$ cat src/rtl/rps_ram.sv
module rps_ram #(
  parameter int Width = 8,
  parameter int Depth = 256
) (
  input  logic                     clk_i,
  input  logic                     we_i,
  input  logic [$clog2(Depth)-1:0] waddr_i,
  input  logic [Width-1:0]         wdata_i,
  input  logic [$clog2(Depth)-1:0] raddr_i,
  output logic [Width-1:0]         rdata_o
);

  logic [Width-1:0] mem [Depth];

  always_ff @(posedge clk_i) begin
    if (we_i) begin
      mem[waddr_i] <= wdata_i;
    end
    rdata_o <= mem[raddr_i];
  end

endmodule
$ cat config.mk
export PLATFORM = sky130hd
export DESIGN_NAME = rps_ram
export DESIGN_NICKNAME = d
export VERILOG_FILES = /design/src/rtl/rps_ram.sv
export SDC_FILE = /design/constraint.sdc
export NUM_CORES = 2
export LEC_CHECK = 0
export ABC_AREA = 0
export BUFFER_PORTS_ARGS = -buffer_cell sky130_fd_sc_hd__buf_4
export CORE_ASPECT_RATIO = 1.5
export CORE_UTILIZATION = 40
export DETAILED_ROUTE_END_ITERATION = 10
export HOLD_SLACK_MARGIN = 0.06
export SYNTH_ARGS = -nofsm -noshare
export SYNTH_HDL_FRONTEND = slang
export SYNTH_SLANG_ARGS = --single-unit
$ cat constraint.sdc
create_clock -name clk_i -period 3 [get_ports clk_i]
set_clock_uncertainty 0.05 [all_clocks]
set_input_delay 0.15 -clock clk_i [delete_from_list [all_inputs] [get_ports clk_i]]
set_output_delay 0.15 -clock clk_i [all_outputs]
set_load 0.005 [all_outputs]
==> impl_metrics.py <==
metrics = {
    "global_route": {
        "grt_pass1_vias": 40830,
        "antenna_found_initial": 7,
        "grt_pass1_wl_microns": 292200,
        "gr-total-overflow": 0,
        "grtUsageTotal_pct": 20.01,
        "grt_max_degree": 100,
    },
    "yosys": {
        "ys_ff_latch": 2056,
        "synth_area_per_cell_sq_um": 21.31,
        "synth_top_family_by_area": "multiplexers",
        "synth_area_leaders": "edfxtp_1, mux4_2, mux2i_1",
        "ys_types": 55,
        "syn_inst": 3733,
        "synth_top_cell_by_area": "edfxtp_1",
        "synthMuxAreaShare_pct": 14.62,
        "synthSimpleGateAreaFrac_pct": 2.628,
        "yosys.area_share.adder_pct": 0,
        "yosys_most_used_dff": "edfxtp_1",
        "async_flop_share_pct": 0,
        "synth_fp_nets": 3759,
        "ys_seq_area_share_pct": 77.50,
        "ys.warnings.count": 0,
        "synth_xor_area_share_pct": 0,
        "synth_edf_count": 2048,
        "netlist_area_sq_um": 79560,
        "netlist.area_leader.share_pct": 77.30,
        "synth_compound_area_share_pct": 3.419,
    },
    "layout": {
        "final_cells": 7009,
        "nets": 4267,
        "multi_input_area_sq_um": 16510,
        "syn_to_final_growth_pct": 16.06,
        "fillers": 16340,
        "layout.area.seq_sq_um": 61660,
        "drive_above_1_share_pct": 29.25,
    },
    "critical_path": {
        "worstPathRequired_ns": 3.64,
        "crit_path_max_fanout": 1,
        "path_buf_inv": 1,
        "crit_chain": "mux4_2 > mux4_2 > nor2b_1 > nor4_1 > buf_4 > nor4_1",
        "path_delay_family": "multiplexers",
        "slowest_delay_ns": 0.68,
        "cp.arrival_ns": 3.29,
        "cpMaxStageDelayCell": "nor4_1",
        "worstSetupStartpointType": "register",
        "endpoint_kind": "register",
        "reg2reg_slack_ns": 0.35,
        "worst-setup-path-type": "register to register",
    },
    "run_status": {
        "outcome": "finished, final reports clean",
    },
    "power_and_ir_drop": {
        "powerDensity_nw_per_um2": 630.5,
        "p_leak_nw": 29.23,
        "vdd_ir_drop_max_mv": 0.4018,
        "total_power_mw": 58.21,
    },
    "detailed_routing": {
        "ant_nets": 0,
        "wire_per_inst_microns": 28.88,
        "vias": 39420,
        "drc_errors": 0,
        "wl_microns": 202400,
        "drt_pre_antenna_iters": 7,
        "via_per_inst": 5.624,
        "drtIter0Drc": 3616,
    },
    "die": {
        "die_w_microns": 366.1,
        "ios": 34,
        "dieArea_sq_um": 200700,
        "fp.coreArea_sq_um": 197700,
        "rows": 200,
        "start_util_pct": 40.24,
        "die-height_microns": 548.2,
    },
    "sta": {
        "max_slew_margin_pct": 40.11,
        "rsz0062_at_grt": "false",
        "fmax_mhz": 377.0,
        "finalSetupViolCount": 0,
        "fin_crit_sh_pct": 88.42,
        "tightestPinTransition_ns": 0.8902,
        "finalMaxSlewViolations": 0,
        "finalHoldViolCount": 0,
        "post-route-min-period_ns": 2.653,
    },
    "clocking": {
        "cts_setup_buffers": 0,
        "cts_buffers": 181,
        "ctsRootBufferMaster": "clkbuf_16",
        "cts_tree": "built",
        "clock-sinks": 2056,
        "htreeDepth": 4,
        "clk-insertion-delay-late_ns": 0.82,
        "clkTransAtPathRegs_ns": 0.07,
        "ctsResizeCount": 0,
        "cts_buffer_depth": 4,
    },
    "hold_path": {
        "hp-class": "input pin to register",
    },
    "job": {
        "cap_violations": 0,
    },
    "placement": {
        "gp_congestion": 0.8729,
        "place_hpwl_microns": 134300,
        "place.port_buffers": 33,
        "dp_cells": 6667,
    },
}
==> flip-flops by register name (all words and copies together) (netlist names) <==
name / flops
rdata_o: 8
mem: 2048
==> logic make-up after synthesis <==
kind of cell / count (synthesis)
buffers and inverters: 235
muxes: 591
DFF: 2056
AOI/OAI and AO/OA: 385
and+or+nand+nor: 466
==> worst paths after layout <==
kind | start | to | depth (start not counted)
worst max-delay path | mem[83][4] | rdata_o[4] | 6
worst min-delay path | we_i | mem[218][4] | 4
worst max register to register | mem[83][4] | rdata_o[4] | 6
worst min register to register | mem[192][4] | rdata_o[4] | 5
==> metrics by stage <==
step	cell area [sq um]	utilization, %	worst slack (ns)	setup TNS (ns)	hold slack, ns
after floorplan	79560	-	0.8621	0	0.1989
after global placement	86300	43.66	-0.3292	-1.232	0.5806
after detailed placement	86300	43.66	-0.3291	-1.298	0.5761
after CTS	92320	46.70	0.2559	0	0.06661
after global routing	92330	46.70	0.3315	0	0.09409
final	92330	46.71	0.3473	0	0.1149
==> cells in the final DEF, fill, tap and decap left out, drive strengths merged, types with 27 or more instances in the layout <==
master,n
clkinv,78
clkbuf,211
mux4,456
o221ai,47
a21oi,96
buf,540
a22oi,133
o22ai,28
nor4,27
nor2,282
nand3,34
nand2,33
mux2i,134
edfxtp,2048
nor2b,31
==> cells in the mapped netlist, types with 2 or more instances <==
cell type	number
nand2b_1	8
o22a_1	5
mux4_1	2
nand3b_1	2
and3b_1	2
nor4_1	24
nor2b_1	31
a22oi_1	133
a221oi_1	13
a311oi_1	2
nor3_1	22
o21ai_0	10
a22o_1	8
or2_2	4
a31oi_1	2
nand2_1	33
buf_1	22
edfxtp_1	2048
mux4_2	454
o21ai_1	2
nor2_1	282
nand3_1	34
o211ai_1	10
dfxtp_1	8
buf_2	31
buf_8	13
o32ai_1	4
nand4_1	10
o221ai_1	46
mux2i_1	134
o22ai_1	28
and2_1	6
a21oi_1	96
clkbuf_1	111
buf_6	21
a211oi_1	16
buf_12	8
nor4_2	3
a2111oi_1	2
a2111oi_0	2
buf_4	27
==> area by class of cell <==
type	count	area share (%)
Timing Repair Buffer	558	5.422
Inverter	2	0.008130
Tap cell	2626	3.558
Clock inverter	111	1.236
Clock buffer	210	5.103
Multi-Input combinational cell	1442	17.88
Sequential cell	2056	66.78
Antenna cell	4	0.01084
==> what timing repair did <==
item | 4_1_cts | 5_1_grt
hold endpoints to repair | 912 | 0
hold buffers | 17 | 0
setup endpoints to repair | 0 | 0
==> power by group <==
part	switching, mW	internal [mW]
clock network	10.2	13.2
logic	1.93	1.19
registers	0.0510	31.6
==> worst reg2reg max path, stage by stage (launching register included) <==
cell	delay [ns]
edfxtp_1	0.37
mux4_2	0.49
mux4_2	0.48
nor2b_1	0.19
nor4_1	0.68
buf_4	0.24
nor4_1	0.05
==> metal layers <==
| layer | GRT usage [%] | share of wire, % | up-vias |
|---|---|---|---|
| met2 | 36.70 | 54 | 1329 |
| li1 | - | - | 16660 |
| met5 | 0 | 0 | - |
| met1 | 24.29 | 37 | 21100 |
| met3 | 2.159 | 5.3 | 333 |
| met4 | 7.204 | 3.8 | 0 |
(Power assumes the default switching activity.)
